[src/hw/rtl/imh_ram.sv]
`default_nettype none
// ----------------------------------------------------------------------------
// imh_ram
// generic single-write, single-read memory with registered read data
// ----------------------------------------------------------------------------
module imh_ram #(
	parameter int WIDTH = 8,
	parameter int DEPTH = 16
) (
	input  logic                     clk,
	input  logic                     we,
	input  logic [$clog2(DEPTH)-1:0] waddr,
	input  logic [WIDTH-1:0]         wdata,
	input  logic [$clog2(DEPTH)-1:0] raddr,
	output logic [WIDTH-1:0]         rdata
);

	logic [WIDTH-1:0] mem_q [DEPTH];
	logic [WIDTH-1:0] rdata_q;

	// read returns the old word on a same-address write
	always_ff @(posedge clk) begin
		if (we) begin
			mem_q[waddr] <= wdata;
		end
		rdata_q <= mem_q[raddr];
	end

	assign rdata = rdata_q;

endmodule
`default_nettype wire

[config.mk]
export PLATFORM = sky130hd
export DESIGN_NAME = imh_ram
export DESIGN_NICKNAME = d
export VERILOG_FILES = /design/src/hw/rtl/imh_ram.sv
export SDC_FILE = /design/constraint.sdc
export NUM_CORES = 1
export LEC_CHECK = 0
export ABC_AREA = 1
export BUFFER_PORTS_ARGS = -buffer_cell sky130_fd_sc_hd__buf_2
export CORE_ASPECT_RATIO = 2
export CORE_MARGIN = 4
export CORE_UTILIZATION = 50
export CTS_BUF_LIST = sky130_fd_sc_hd__clkbuf_8
export DETAILED_ROUTE_END_ITERATION = 12
export PLACE_DENSITY_LB_ADDON = 0.08
export SKIP_LAST_GASP = 1
export SYNTH_ARGS = -nofsm -noshare
export SYNTH_HDL_FRONTEND = slang
export SYNTH_SLANG_ARGS = --single-unit
[constraint.sdc]
create_clock -name clk -period 1.1 [get_ports clk]
set_input_delay 0.165 -clock clk [delete_from_list [all_inputs] [get_ports clk]]
set_output_delay 0.165 -clock clk [all_outputs]
set_load 0.03 [all_outputs]
# ---- Yosys cells after proc, flatten, opt, wreduce, memory -nomap -nowiden
# Memories as Yosys holds them, arrays and structs flattened. A register that Yosys moved wholly into a read port is not among the register bits.
# Cells that the tools add are included.
dict set report totals {
  regBits 0
  mem_bits_rw 128
  wordCells 3
  mem_count 1
}
dict set report classes {
  mux 2
}
# memory depth word_bits read_ports rd_ports_with_merged_regs write_ports line
set mem_list {}
lappend mem_list {mem_q 16 8 1 1 1 18} ;# logic [WIDTH-1:0] mem_q [DEPTH];
# operator count
set ops {}
lappend ops {{2-to-1 mux 1 bit} 2}

# ---- Longest topological paths before layout
dict set report logic_depth {
  depth_word 2
  mapped_depth 8
}

# ---- Worst setup path after synthesis
# No wires, ideal clock.
dict set report synth_path {
  path_kind {input port to flip-flop}
  startpoint {in waddr[3]}
  endpoint {mem mem_q[4][0] (enable)}
  setup_time_ns 0.370
  arrival_ns 0.746
  t_required_ns 0.730
  slack_ns -0.016
  path_stages 2
  path_buffers 0
  cell_sequence {nand3b_1 -> nor2_1}
}
# item line
set synth_lines {}
lappend synth_lines {{start: declaration} 12} ;# input logic [$clog2(DEPTH)-1:0] waddr,
lappend synth_lines {{end: declaration} 18}
# No word-level cell before the write port.

# ---- Worst setup path after layout
dict set report layout_path {
  startpoint {reg rdata_q[6], in the netlist rdata[6] (read register of mem_q)}
  endpoint {out rdata[6]}
}
# item line
set layout_lines {}
lappend layout_lines {{start: declaration} 19} ;# logic [WIDTH-1:0] rdata_q;
lappend layout_lines {{end: declaration} 15} ;# output logic [WIDTH-1:0] rdata
# No word-level cell between the ends.

==> flow_summary_export.csv <==
group,metric,value,unit
layout,final_cell_mix,"173 x nand2_1, 128 x edfxtp_1, 102 x inv_1",
min_path,hp-class,"input port to register",
cts,cts_buffer_depth,2,
floorplanning,start_util,0.511,
layout,drive_above_1_share,0.155,
power_and_ir_drop,cellLeakagePower,2.92,nW
timing,fin_crit_sh,0.983,
yosys,syn_area,5770,um^2
yosys,ys_seq_area_frac,0.694,
layout,finalNetCount,618,
setup_path,crit_fanout,1,
layout,final_common_cell,"nand2_1",
yosys,synth.ff_latch_count,136,
setup_path,critPathArrivalTime,920,ps
yosys,syn_area_per_cell,10.5,um^2
global_route,grt_max_degree,36,
yosys,syn_inst,551,
yosys,synth_fp_nets,569,
route,drtIter0Drc,206,
timing,worst_pin_slew,397,ps
timing,maxSlewHeadroom,0.735,
layout,final_util,0.591,
timing,finalSetupViolCount,0,
timing,maxSlewViolCount,0,
floorplanning,dieArea,13400,um^2
cts,root_buffer,"clkbuf_8",
timing,hold_violations,0,
floorplanning,core-area,11300,um^2
timing,setup_tns,0,ps
yosys,synth.distinct_cells,12,
route,drc,0,
layout,n_antenna_cell,0,
route,ant_nets,0,
floorplanning,ios,26,
cts,cts_made_buffers,17,
setup_path,worstSetupStartpointType,"register",
floorplanning,rows,55,
run,cap_violations,0,
cts,htree_levels,4,
placement,routabilityCongestion,0.861,
route,vias,3797,
timing,rsz0062_at_grt,"yes",
route,drt_wl_total,13500,um
cts,clock_latency,440,ps
cts,clock_sinks,136,
route,wl_per_cell,17.8,um
setup_path,critPathCaptureType,"output pin",
floorplanning,die_x,83.9,um
outcome,status,"finished, final reports clean",
setup_path,critPathTopFamily,"flip-flops",
route,via_per_inst,5.03,
global_route,track_usage,0.212,
global_route,grt_pass1_vias,3805,
layout,fill_cells,978,
floorplanning,fp.dieH,160,um
timing,fmax,0.925,GHz
global_route,grt_overflow,0,
setup_path,max_stage_delay,350,ps
yosys,yosysWarnings,0,
setup_path,path_cells,"buf_6",
placement,io_buffers,25,
timing,period_needed,1080,ps
power_and_ir_drop,powerDensity,1650,nW/um^2
timing,clock_skew,11.4,ps
setup_path,crit_buf_inv,1,
setup_path,worstPathRequired,940,ps
timing,whs,128,ps
route,drtPass1Iterations,5,
cts,cts_tree,"done",
setup_path,slowest_stage,"dfxtp_2",
cts,postCtsHoldBufs,0,
power_and_ir_drop,p_total,0.0110,W
global_route,antenna_found_initial,0,
layout,syn_to_final_growth,15.8,%
power_and_ir_drop,irDropWorstVdd,0.990,mV
global_route,grt_pass1_wl,20800,um
placement,post-dp-hpwl,8680,um
cts,path_clk_slew,80,ps
setup_path,path_class,"register to output pin",
cells in the mapped netlist:
master / count / area share
inv_1: 100 / 0.065
nor2_1: 17 / 0.011
buf_2: 13 / 0.011
nand3_1: 97 / 0.084
buf_1: 1 / 0.00065
nand2_1: 173 / 0.11
buf_4: 4 / 0.0052
buf_6: 6 / 0.012
inv_2: 2 / 0.0013
nand3b_1: 2 / 0.0026
dfxtp_1: 8 / 0.028
edfxtp_1: 128 / 0.67
final timing paths:
kind | slack [ps] | startpoint | to | cells after the start
hold / removal | 130 | wdata[5] | mem_q[3][5] | 1
hold reg to reg | 680 | mem_q[12][5] | rdata[5] | 6
setup reg to reg | 40 | mem_q[6][2] | rdata[2] | 6
setup / recovery | 20 | rdata[6] | rdata[6] | 1
power by group:
| part | total [W] | switching (W) | leakage, nW | internal, W |
|---|---|---|---|---|
| Clock | 0.00433 | 0.00189 | 0.214 | 0.00244 |
| Sequential | 0.00584 | 0.0000427 | 1.22 | 0.00579 |
| Combinational | 0.000864 | 0.000577 | 1.48 | 0.000287 |
area by class of cell:
cell class,instances,area (um^2),share of cell area
tap,142,178,0.0266
inverter,102,383,0.0574
timing repair buffer,54,455,0.0682
clock inverter,15,183,0.0274
clock buffer,17,234,0.0351
sequential,136,4010,0.601
multi-input combinational,289,1230,0.184
timing repair:
action,CTS,global route
endpoints found under the setup margin,8,9
setup buffers,0,0
gates resized for setup,17,10
through the flow:
stage	instances	setup slack, ps	area (um^2)
floorplan	551	-15.8	5770
global placement	723	-175	6180
detailed placement	723	-207	6180
CTS	755	-5.58	6640
global route	755	-15.5	6680
finish	755	18.7	6680
registers in the layout, summed over array words and instances (netlist names):
| name | count |
|---|---|
| mem_q | 128 |
| rdata | 8 |
per-layer routing:
layer,share of wire,vias to the layer above,global-route usage
met5,0,-,0
met3,0.045,27,0.0392
li1,-,1874,-
met1,0.38,1778,0.247
met4,0.035,0,0.108
met2,0.54,118,0.368
logic make-up (layout without fill, tap and decap cells):
| kind of cell | after synthesis | count (layout) | synth area share |
|---|---|---|---|
| and+or+nand+nor | 289 | 289 | 0.210 |
| buffers and inverters | 126 | 188 | 0.0952 |
| DFF | 136 | 136 | 0.694 |
Note: power is estimated with default switching activity, not from simulation.
