**src/hw/rtl/imh_pkg.sv**
```systemverilog
`default_nettype none
// ----------------------------------------------------------------------------
// imh_pkg
// shared constants and codes for the indexed max-heap
// ----------------------------------------------------------------------------
package imh_pkg;

	// handle space is fixed by the handle field
	localparam int HANDLES  = 1024;
	localparam int HANDLE_W = 10;
	localparam int FUNC_W   = 2;

	// defaults for the top-level parameters
	localparam int CAPACITY_DEF = 1024;
	localparam int KEY_BITS_DEF = 32;

	// operation codes, code 3 is a no-op
	typedef enum logic [FUNC_W-1:0] {
		FUNC_INSERT  = 2'd0,
		FUNC_EXTRACT = 2'd1,
		FUNC_DELETE  = 2'd2
	} func_t;

	// result status codes
	typedef enum logic [1:0] {
		ST_OK     = 2'd0,
		ST_EMPTY  = 2'd1,
		ST_FULL   = 2'd2,
		ST_ABSENT = 2'd3
	} status_t;

endpackage
`default_nettype wire

```
**src/hw/rtl/imh_cmp.sv**
```systemverilog
`default_nettype none
// ----------------------------------------------------------------------------
// imh_cmp
// shared signed key comparator, strict greater-than
// ----------------------------------------------------------------------------
module imh_cmp #(
	parameter int KEY_BITS = imh_pkg::KEY_BITS_DEF
) (
	input  logic signed [KEY_BITS-1:0] a,
	input  logic signed [KEY_BITS-1:0] b,
	output logic                       gt
);

	// most negative code is just the smallest key
	assign gt = (a > b);

endmodule
`default_nettype wire

```
**config.mk**
```make
export PLATFORM = sky130hd
export DESIGN_NAME = imh_cmp
export DESIGN_NICKNAME = d
export VERILOG_FILES = /design/src/hw/rtl/imh_pkg.sv /design/src/hw/rtl/imh_cmp.sv
export SDC_FILE = /design/constraint.sdc
export NUM_CORES = 1
export LEC_CHECK = 0
export BUFFER_PORTS_ARGS = -buffer_cell sky130_fd_sc_hd__clkbuf_2
export CAP_MARGIN = 20
export CORE_ASPECT_RATIO = 0.8
export CORE_MARGIN = 2
export CORE_UTILIZATION = 35
export DETAILED_ROUTE_END_ITERATION = 8
export GPL_TIMING_DRIVEN = 0
export PLACE_DENSITY_LB_ADDON = 0.15
export SYNTH_ARGS = -nofsm -noshare
export SYNTH_HDL_FRONTEND = slang
export SYNTH_SLANG_ARGS = --single-unit
```
**constraint.sdc**
```tcl
create_clock -name vclk -period 2.03
set_input_delay 0.1015 -clock vclk [all_inputs]
set_output_delay 0.1015 -clock vclk [all_outputs]
set_load 0.01 [all_outputs]
```
## After elaboration in Yosys (flattened, before gate mapping)

Index checks and enable logic that the tools add are counted.

- Reductions and logical operators: 0
- $add $sub $neg: 0
- Eq/ne operators: 0
- $mul: 0
- Multiplexer cells: 0
- Order comparisons: 1
- Div/mod/pow operators: 0
- Bitwise operators: 0
- Shift operators: 0

Operator list:

| cell | count |
|---|---|
| $gt 32x32->1 | 1 |

- Memories kept: 0
- Bits of input ports: 64
- Memory bits (read-only): 0
- Output and inout port bits: 1
- Bits in writable memories: 0
- Word-level logic and storage cells: 1
- Register bits: 0
- Bits in latches: 0

## Longest topological paths before layout

Gate-level depths: netlist (run 1).

- Depth in word-level cells: 1
- Depth in mapped cells: 8
- Gate-level depth less buffers: 8

## Least setup slack after synthesis (run 1)

OpenSTA, ideal clock, no wires.

- Kind: input port to output port
- Start: input b[14]
- End: output gt
- Stages on the path: 8
- Required time: 1929 ps
- Arrival time: 1578 ps
- Path slack: 351 ps
- Path buffers: 0
- Path through: inv_1 > ha_1 > nand4_1 > nor4_1 > a21boi_1 > o31ai_1 > o2111ai_1 > mux2i_1

- Word-level cells in the longest chain between the ends: 1

Ends and longest elaborated chain:

| what | line | text |
|---|---|---|
| from (decl) | imh_cmp.sv:10 | `input logic signed [KEY_BITS-1:0] b,` |
| $gt 32x32->1 | imh_cmp.sv:15 | `assign gt = (a > b);` |
| to (decl) | imh_cmp.sv:11 | `output logic gt` |

No other way between the ends.

## Final worst setup path (run 1)

- Start: input b[11]
- End: output gt

Same word-level chain as after synthesis.

==> out/results.tsv, run 1 <==
stage	metric	value	unit
run_status	status	complete, no violations	
cells_and_area	clockBufferCount	0	
setup_path	worstSetupPathType	in2out	
floorplan	fp.dieW	57.6	µm
global_route	antenna_found_initial	0	
setup_path	slowest_delay	0.31	ns
power	p_leak	0.790	nW
cells_and_area	syn2layout_area_growth	48.2	%
route	post_drt_via_cell_ratio	4.67	
global_route	grt_util_all_layers	13.8	%
placed_design	portBuffers	65	
power	combPwrFrac	100.0	%
power	ir_worst_vdd	0.0000858	V
setup_path	cp_max_fo	3	
floorplan	num_rows	15	
route	drt-initial-drc-count	11	
cells_and_area	multiInputGateArea	708	µm²
setup_path	cpLargestDelayFamily	simple AND/OR/NAND/NOR gates	
setup_path	endpoint_kind	output pin	
setup_path	cp.depth	10	
setup_path	arrival	1.72	ns
setup_path	path_buf_inv	3	
yosys	synth_top_area_cell	ha_1	
floorplan	die_area	2700	µm²
worst_hold_path	hp-start	a[31]	
global_route	grt_max_degree	5	
worst_hold_path	hold-path-endpoint	gt	
yosys	synth.distinct_cells	19	
yosys	synth_top_area_share	49.8	%
setup_path	path_cells	clkbuf_2 -> inv_1 -> ha_1 -> nand4_1 -> nor4_2 -> a21boi_1 -> o31ai_2 -> o2111ai_2 -> mux2i_1 -> clkbuf_2	
yosys	syn_area	805	µm²
route	drc	0	
power	p_int	0.112	mW
cells_and_area	fillCellCount	224	
cells_and_area	final_util	55.2	%
floorplan	die_y	46.9	µm
sta	final_hold_viol_count	0	
cells_and_area	antennaDiodeCount	0	
route	ant_nets	0	
sta	tns	0	ns
yosys	synth_cells	113	
yosys	synth_area_leaders	ha_1 (50%), inv_1 (15%), a21oi_1 (6.8%), nand4_1 (5.4%), a21o_1 (3.7%)	
yosys	ys_warn_count	0	
floorplan	core	2160	µm²
power	finalPower	0.207	mW
global_route	gr-total-overflow	0	
power	seqPwrFrac	0	%
cells_and_area	post_route_cells_drive_above_1_share	39.7	%
setup_path	cp.required	1.93	ns
sta	setup_viol	0	
yosys	synth_nets	209	
cells_and_area	nets	277	
route	dr.pass1.iters	2	
sta	clock.fmax	550	MHz
cells_and_area	final_cells	204	
setup_path	crit_slowest_cell	nor4_2	
worst_hold_path	holdCritPathClass	in2out	
power	clkPwrFrac	0	%
cells_and_area	seq_cell_count	0	
power	p_per_area	173	nW/µm²
yosys	synth.avg_cell_area	7.12	µm²
setup_path	cpMostUsedCell	clkbuf_2	
placed_design	dp.cells	203	
placed_design	place_congestion	0.741	
sta	period_share	89.6	%
setup_path	critPathLaunchType	input port	
flow_run	maxCapViolations	0	
global_route	grt_pass1_wl	3080	µm
yosys	synthTopCellsByCount	ha_1 (32), inv_1 (32), a21oi_1 (11)	
floorplan	pin_count	65	
power	switchingPower	0.0950	mW
worst_hold_path	hold_path_depth	4	
sta	rsz0062_at_grt	false	
global_route	grt_pass1_vias	813	
floorplan	start_util	37.3	%
power	swShare	46.0	%
yosys	ys_seq_area_share	0	%
sta	maxSlewViolCount	0	
sta	slew_headroom	79.8	%
cells_and_area	seqCellArea	0	µm²
placed_design	dp_hpwl	1850	µm
sta	worst_pin_slew	0.301	ns
clock_tree	cts_hold_buffers	0	
route	vias	952	
route	wl_per_cell	9.11	µm
route	totalWireLength	1860	µm
sta	hold_ws	0.660	ns
sta	period_needed	1.82	ns
## worst max-delay path by stage
stage | start | endpoint | slack, ns
2_1_floorplan | b[14] | gt | 0.35
3_3_place_gp | b[14] | gt | 0.05
3_5_place_dp | b[14] | gt | 0.01
4_1_cts | b[14] | gt | 0.01
5_1_grt | b[14] | gt | 0.04
6_report | b[11] | gt | 0.21
## metrics by stage
stage | cell area (µm²) | setup WS, ns
6_report | 1190 | 0.211
5_1_grt | 1190 | 0.0373
4_1_cts | 1160 | 0.0143
3_5_place_dp | 1160 | 0.0111
3_3_place_gp | 1160 | 0.0540
2_1_floorplan | 805 | 0.351
## layout make-up
cell class | count | share of cell area, %
multi-input cells | 81 | 59.4
well taps | 25 | 2.62
repair buffers | 66 | 27.9
inverters | 32 | 10.1
## repair_timing
action,CTS,global route
endpoints found under the setup margin,0,1
gates resized for setup,0,4
buffers inserted,0,1
## per-layer routing
| layer | up-vias | global-route usage, % | share of wire (%) |
|---|---|---|---|
| met5 | - | 0 | 0 |
| li1 | 527 | - | - |
| met4 | 0 | 0 | 0 |
| met1 | 392 | 20.5 | 47 |
| met3 | 0 | 0.275 | 7.9 |
| met2 | 33 | 24.1 | 46 |
## kinds of logic (layout without fill, tap and decap cells)
| kind of cell | Yosys count | in the layout | share of synthesized area (%) |
|---|---|---|---|
| adder cells (fa/ha/maj) | 32 | 32 | 49.8 |
| buffers and inverters | 32 | 98 | 14.9 |
| AO/OA/AOI/OAI | 26 | 26 | 20.2 |
| AND/OR/NAND/NOR | 22 | 22 | 13.8 |
| multiplexers | 1 | 1 | 1.24 |
## power groups by stage
stage	clock (mW)	combinational, mW	sequential (mW)
6_report	0	0.207	0
5_1_grt	0	0.242	0
4_1_cts	0	0.205	0
3_5_place_dp	0	0.203	0
3_3_place_gp	0	0.196	0
2_1_floorplan	0	0.114	0
## cell usage in the layout, fill, tap and decap left out
cell	netlist	final
a21oi_1	11	11
o211ai_1	1	1
clkbuf_2	0	65
a21oi_2	1	1
a21boi_1	1	1
nor2_1	3	3
nand2_1	6	6
mux2i_1	1	1
o21ai_0	4	4
nor2b_1	1	1
nand3_1	3	3
nor4_2	0	2
a21o_1	4	4
ha_1	32	32
o2111ai_2	0	1
inv_1	32	32
buf_4	0	1
o31ai_2	0	1
nand4_1	7	7
a211oi_1	1	1
a221o_1	1	1
No activity file was read; power rests on OpenSTA's default activity.
==> run 2: changes to the inputs <==
--- a/config.mk
+++ b/config.mk
@@ -12,6 +12,7 @@
 export CORE_UTILIZATION = 35
 export DETAILED_ROUTE_END_ITERATION = 8
 export GPL_TIMING_DRIVEN = 0
+export MAX_ROUTING_LAYER = met4
 export PLACE_DENSITY_LB_ADDON = 0.15
 export SYNTH_ARGS = -nofsm -noshare
 export SYNTH_HDL_FRONTEND = slang
==> constraint.sdc (replaced) <==
create_clock -name vclk -period 1.75
set_input_delay 0.0875 -clock vclk [all_inputs]
set_output_delay 0.0875 -clock vclk [all_outputs]
set_load 0.01 [all_outputs]
==> run 2 against run 1 <==
  * The flow now finishes with violations (setup timing)
  * Routed wire length grew 14%
  * Die area stayed put
  * Total power up 41%
  * Count of clock-buffer cells in the layout stayed put
  * Sequential share of layout area did not move
  * Combinational power grew 41%
  * Global-route usage grew 2.1 points
  * Utilization rose by 9.1 points
  * Largest power group unchanged
==> out/results.tsv, run 2 (synthesis gave the netlist of run 1 again) <==
stage	metric	value	unit	change
global_route	grt_pass1_wl	3420	µm	was 3080 µm
cells_and_area	clockBufferCount	0		unchanged
power	p_per_area	210	nW/µm²	was 173 nW/µm²
setup_path	endpoint_kind	output pin		unchanged
cells_and_area	nets	280		was 277
run_status	status	complete, but fails checks		was complete, no violations
placed_design	place_ws	-0.241	ns	was 0.0111 ns
cells_and_area	final_cells	207		was 204
placed_design	portBuffers	65		unchanged
worst_hold_path	hold_path_depth	4		unchanged
global_route	grt_util_all_layers	15.9	%	was 13.8%
cells_and_area	antennaDiodeCount	0		unchanged
placed_design	dp_hpwl	1850	µm	unchanged
cells_and_area	syn2layout_area_growth	72.6	%	was 48.2%
power	switchingPower	0.134	mW	was 0.0950 mW
sta	slew_headroom	81.1	%	was 79.8%
floorplan	core	2160	µm²	unchanged
sta	period_share	101	%	
route	totalWireLength	2120	µm	was 1860 µm
cells_and_area	fillCellCount	197		was 224
floorplan	pin_count	65		unchanged
global_route	grt_max_degree	5		unchanged
global_route	use_met1	21.8	%	was 20.5%
route	dr.pass1.iters	4		was 2
sta	final_hold_viol_count	0		unchanged
sta	clock.fmax	566	MHz	
floorplan	start_util	37.3	%	unchanged
route	drt-initial-drc-count	8		was 11
placed_design	dp.cells	203		unchanged
setup_path	cp.required	1.66	ns	was 1.93 ns
cells_and_area	post_route_cells_drive_above_1_share	52.2	%	was 39.7%
sta	setup_viol	1		was 0
setup_path	path_cells	clkbuf_2 -> inv_2 -> ha_4 -> a21oi_2 -> nand2_1 -> a221o_1 -> o31ai_2 -> o2111ai_2 -> mux2i_1 -> buf_2		was clkbuf_2 -> inv_1 -> ha_1 -> nand4_1 -> nor4_2 -> a21boi_1 -> o31ai_2 -> o2111ai_2 -> mux2i_1 -> clkbuf_2
setup_path	slowest_delay	0.35	ns	was 0.31 ns
cells_and_area	multiInputGateArea	852	µm²	was 708 µm²
sta	worst_pin_slew	0.282	ns	was 0.301 ns
global_route	busiest_layer	met2		unchanged
power	p_leak	0.819	nW	was 0.790 nW
flow_run	maxCapViolations	0		unchanged
global_route	use_met3	0.275	%	unchanged
run_status	violations	setup timing		
worst_hold_path	holdCritPathClass	in2out		unchanged
sta	maxSlewViolCount	0		unchanged
route	ant_nets	0		unchanged
global_route	gr-total-overflow	0		unchanged
worst_hold_path	hp-start	a[31]		unchanged
route	wl_per_cell	10.3	µm	was 9.11 µm
route	post_drt_via_cell_ratio	4.68		was 4.67
floorplan	die_area	2700	µm²	unchanged
power	swShare	45.8	%	was 46.0%
route	vias	968		was 952
setup_path	cp_max_fo	3		unchanged
cells_and_area	final_cell_mix	clkbuf_2 (60), inv_1 (24), ha_1 (22)		was clkbuf_2 (65), inv_1 (32), ha_1 (32)
floorplan	fp.dieW	57.6	µm	unchanged
sta	worst_slack	-0.0174	ns	was 0.211 ns
power	seqPwrFrac	0	%	about the same
setup_path	crit_slowest_cell	a221o_1		was nor4_2
power	combPwrFrac	100.0	%	about the same
global_route	grtUsageMet2	28.4	%	was 24.1%
sta	rsz0062_at_grt	true		was false
power	p_int	0.158	mW	was 0.112 mW
placed_design	place_congestion	0.750		was 0.741
global_route	grt_pass1_vias	896		was 813
sta	period_needed	1.77	ns	
route	drc	0		unchanged
worst_hold_path	hold-path-endpoint	gt		unchanged
cells_and_area	mostFrequentLayoutCell	clkbuf_2		unchanged
setup_path	arrival	1.68	ns	was 1.72 ns
global_route	antenna_found_initial	0		unchanged
cells_and_area	seq_cell_count	0		unchanged
floorplan	num_rows	15		unchanged
setup_path	worstSetupPathType	in2out		unchanged
floorplan	die_y	46.9	µm	unchanged
cells_and_area	seqCellArea	0	µm²	unchanged
setup_path	critPathLaunchType	input port		unchanged
power	clkPwrFrac	0	%	about the same
power	ir_worst_vdd	0.000125	V	was 0.0000858 V
run 2: cell types whose count changed in the layout (fill, tap and decap cells not counted), moves of 2 or more:
cell	previous run	this run
ha_4	0	10
inv_2	0	6
ha_1	32	22
inv_1	32	24
clkbuf_2	65	60
buf_4	1	4
buf_6	0	4
inv_4	0	2
run 2: power groups by stage:
stage / logic [mW] / registers [mW] / clock network, mW
after detailed placement: 0.235 / 0 / 0
after global placement: 0.227 / 0 / 0
after global routing: 0.335 / 0 / 0
after CTS: 0.268 / 0 / 0
after floorplan: 0.132 / 0 / 0
final: 0.292 / 0 / 0
run 2: layout make-up:
type	count	share of cell area, %
Multi-Input combinational cell	81	61.4
Timing Repair Buffer	69	27.4
Inverter	32	9.01
Tap cell	25	2.25
run 2: metrics by stage:
stage | power (mW) | TNS (ns) | hold WS (ns) | cell area, µm² | utilization (%)
finish | 0.292 | -0.0174 | 0.642 | 1390 | 64.3
CTS | 0.268 | -0.0295 | 0.640 | 1300 | 60.1
detailed placement | 0.235 | -0.241 | 0.639 | 1160 | 53.8
global placement | 0.227 | -0.198 | 0.638 | 1160 | 53.8
floorplan | 0.132 | 0 | 0.434 | 805 | -
global route | 0.335 | -0.151 | 0.683 | 1390 | 64.3
run 2: what timing repair did:
item                       4_1_cts  5_1_grt
setup endpoints to repair        1        1
hold buffers                     0        0
setup buffers                    3        1
resized for setup               15       20
cloned                           0        0
pin swaps                       10       12
run 2: metal layers:
metal,vias up,routed length [µm]
li1,534,-
met1,401,971
met2,33,1010
met3,0,143
met4,0,0
met5,-,0
run 2: how the worst max path moves through the flow:
stage | startpoint | to | cells past startpoint
4_1_cts | b[10] | gt | 10
3_5_place_dp | b[14] | gt | 10
5_1_grt | b[14] | gt | 10
3_3_place_gp | b[14] | gt | 10
2_1_floorplan | b[14] | gt | 8
6_report | b[14] | gt | 10
run 2: critical path, delay by kind of cell:
| kind | cells | cell delay, ns |
|---|---|---|
| AO/OA/AOI/OAI | 4 | 0.87 |
| adder cells (fa/ha/maj) | 1 | 0.20 |
| buffers and inverters | 3 | 0.32 |
| multiplexers | 1 | 0.15 |
| AND/OR/NAND/NOR | 1 | 0.06 |
==> run 3: changes to the inputs <==
--- a/config.mk
+++ b/config.mk
@@ -14,6 +14,7 @@
 export GPL_TIMING_DRIVEN = 0
 export MAX_ROUTING_LAYER = met4
 export PLACE_DENSITY_LB_ADDON = 0.15
+export SETUP_SLACK_MARGIN = 0.4
 export SYNTH_ARGS = -nofsm -noshare
 export SYNTH_HDL_FRONTEND = slang
 export SYNTH_SLANG_ARGS = --single-unit
==> run 3 against run 2 <==
  * The flow still finishes with violations (setup timing)
  * Via count is 1.1% higher
  * Count of clock-buffer cells in the layout stayed put
  * Utilization is 0.70 points higher
  * First-iteration DRC count is 25% higher
  * Maximum frequency is 0.48% lower
  * Sequential share of layout area stayed put
  * Total power is 1.4% higher
  * Global-route usage is 0.37 points higher
  * Combinational power is 1% higher
  * Critical path type unchanged
  * Critical endpoint unchanged
  * Largest cell class unchanged
==> out/results.tsv, run 3 (synthesis gave the netlist of run 1 again) <==
stage	metric	value	unit	change
run_status	status	complete, but fails checks		unchanged
run_status	violations	setup timing		unchanged
cells_and_area	seq_cell_count	0		unchanged
cells_and_area	mostFrequentLayoutCell	clkbuf_2		unchanged
setup_path	cp.depth	11		was 10
cells_and_area	final_cells	206		was 207
worst_hold_path	hold_path_depth	4		unchanged
sta	clock.fmax	563	MHz	was 566 MHz
sta	setup_viol	1		unchanged
clock_tree	cts_hold_buffers	0		unchanged
global_route	grt_max_degree	5		unchanged
global_route	grt_util_all_layers	16.3	%	was 15.9%
cells_and_area	syn2layout_area_growth	74.5	%	was 72.6%
cells_and_area	antennaDiodeCount	0		unchanged
setup_path	critPathLaunchType	input port		unchanged
cells_and_area	nets	279		was 280
floorplan	core	2160	µm²	unchanged
setup_path	path_buf_inv	4		was 3
setup_path	cp.required	1.66	ns	about the same
route	vias	979		was 968
floorplan	die_area	2700	µm²	unchanged
cells_and_area	final_cell_mix	clkbuf_2 (61), inv_1 (21), ha_1 (21)		was clkbuf_2 (60), inv_1 (24), ha_1 (22)
setup_path	path_cells	clkbuf_16 -> inv_12 -> ha_4 -> nand4_1 -> buf_4 -> nor2_1 -> a221o_1 -> o31ai_1 -> o2111ai_1 -> mux2i_1 -> buf_2		was clkbuf_2 -> inv_2 -> ha_4 -> a21oi_2 -> nand2_1 -> a221o_1 -> o31ai_2 -> o2111ai_2 -> mux2i_1 -> buf_2
global_route	grt_pass1_wl	3460	µm	was 3420 µm
sta	maxSlewViolCount	0		unchanged
setup_path	crit_slowest_cell	a221o_1		unchanged
power	p_per_area	211	nW/µm²	was 210 nW/µm²
setup_path	slowest_delay	0.30	ns	was 0.35 ns
global_route	antenna_found_initial	0		unchanged
cells_and_area	fillCellCount	209		was 197
route	wl_per_cell	10.0	µm	was 10.3 µm
floorplan	die_y	46.9	µm	unchanged
route	drc	0		unchanged
power	ir_worst_vdd	0.000117	V	was 0.000125 V
cells_and_area	final_util	65.0	%	was 64.3%
floorplan	pin_count	65		unchanged
placed_design	dp.cells	203		unchanged
setup_path	arrival	1.69	ns	was 1.68 ns
placed_design	dp_hpwl	1990	µm	was 1850 µm
placed_design	place_congestion	0.715		was 0.750
sta	slew_headroom	83.1	%	was 81.1%
placed_design	portBuffers	65		unchanged
floorplan	start_util	37.3	%	unchanged
sta	period_share	101	%	about the same
floorplan	fp.dieW	57.6	µm	unchanged
power	finalPower	0.296	mW	was 0.292 mW
setup_path	worstSetupPathType	in2out		unchanged
cells_and_area	clockBufferCount	0		unchanged
route	post_drt_via_cell_ratio	4.75		was 4.68
route	totalWireLength	2060	µm	was 2120 µm
global_route	gr-total-overflow	0		unchanged
setup_path	endpoint_kind	output pin		unchanged
setup_path	cp_max_fo	2		was 3
worst_hold_path	holdCritPathClass	in2out		unchanged
sta	worst_slack	-0.0259	ns	was -0.0174 ns
floorplan	num_rows	15		unchanged
sta	hold_ws	0.652	ns	was 0.642 ns
placed_design	place_ws	-0.127	ns	was -0.241 ns
sta	period_needed	1.78	ns	was 1.77 ns
sta	rsz0062_at_grt	true		unchanged
cells_and_area	seqCellArea	0	µm²	unchanged
route	drt-initial-drc-count	10		was 8
setup_path	cpLargestDelayFamily	compound AO/OA/AOI/OAI gates		unchanged
route	ant_nets	0		unchanged
sta	worst_pin_slew	0.251	ns	was 0.282 ns
power	p_leak	0.806	nW	was 0.819 nW
cells_and_area	post_route_cells_drive_above_1_share	53.0	%	was 52.2%
global_route	grt_pass1_vias	877		was 896
route	dr.pass1.iters	4		unchanged
sta	final_hold_viol_count	0		unchanged
flow_run	maxCapViolations	0		unchanged
run 3: changes by cell type in the layout (fill, tap and decap cells not counted), moves of 2 or more:
cell / before / now
inv_2: 6 / 4
buf_6: 4 / 0
inv_1: 24 / 21
inv_4: 2 / 5
run 3: what timing repair did:
item,in CTS,in global routing
setup buffers,3,0
gates resized for setup,4,2
pin swaps,10,6
setup endpoints to repair,1,1
run 3: routing by layer:
metal  track usage [%]  wire [µm]  vias to the layer above
met5                 -          0                        -
met4                 0          0                        0
met3             0.275        135                        0
met2              32.5       1090                       31
met1              19.8        834                      416
li1                  -          -                      532
run 3: path summary, 6_finish.rpt:
kind | from | endpoint | slack [ns]
max | b[10] | gt | -0.03
min | a[31] | gt | 0.65
run 3: cell type report:
type / count / area [µm²] / share of cell area [%]
timing repair buffer: 68 / 377 / 26.8
multi-input combinational: 81 / 846 / 60.2
inverter: 32 / 150 / 10.7
tap: 25 / 31.3 / 2.23
run 3: power by group:
group          switching (mW)  internal, mW
sequential                  0             0
clock                       0             0
combinational           0.135         0.162
run 3: stage by stage:
stage	cell area [µm²]	setup TNS (ns)
after global placement	1350	-0.104
after floorplan	996	0
after CTS	1400	-0.0953
final	1400	-0.0259
after global routing	1400	-0.184
after detailed placement	1350	-0.127
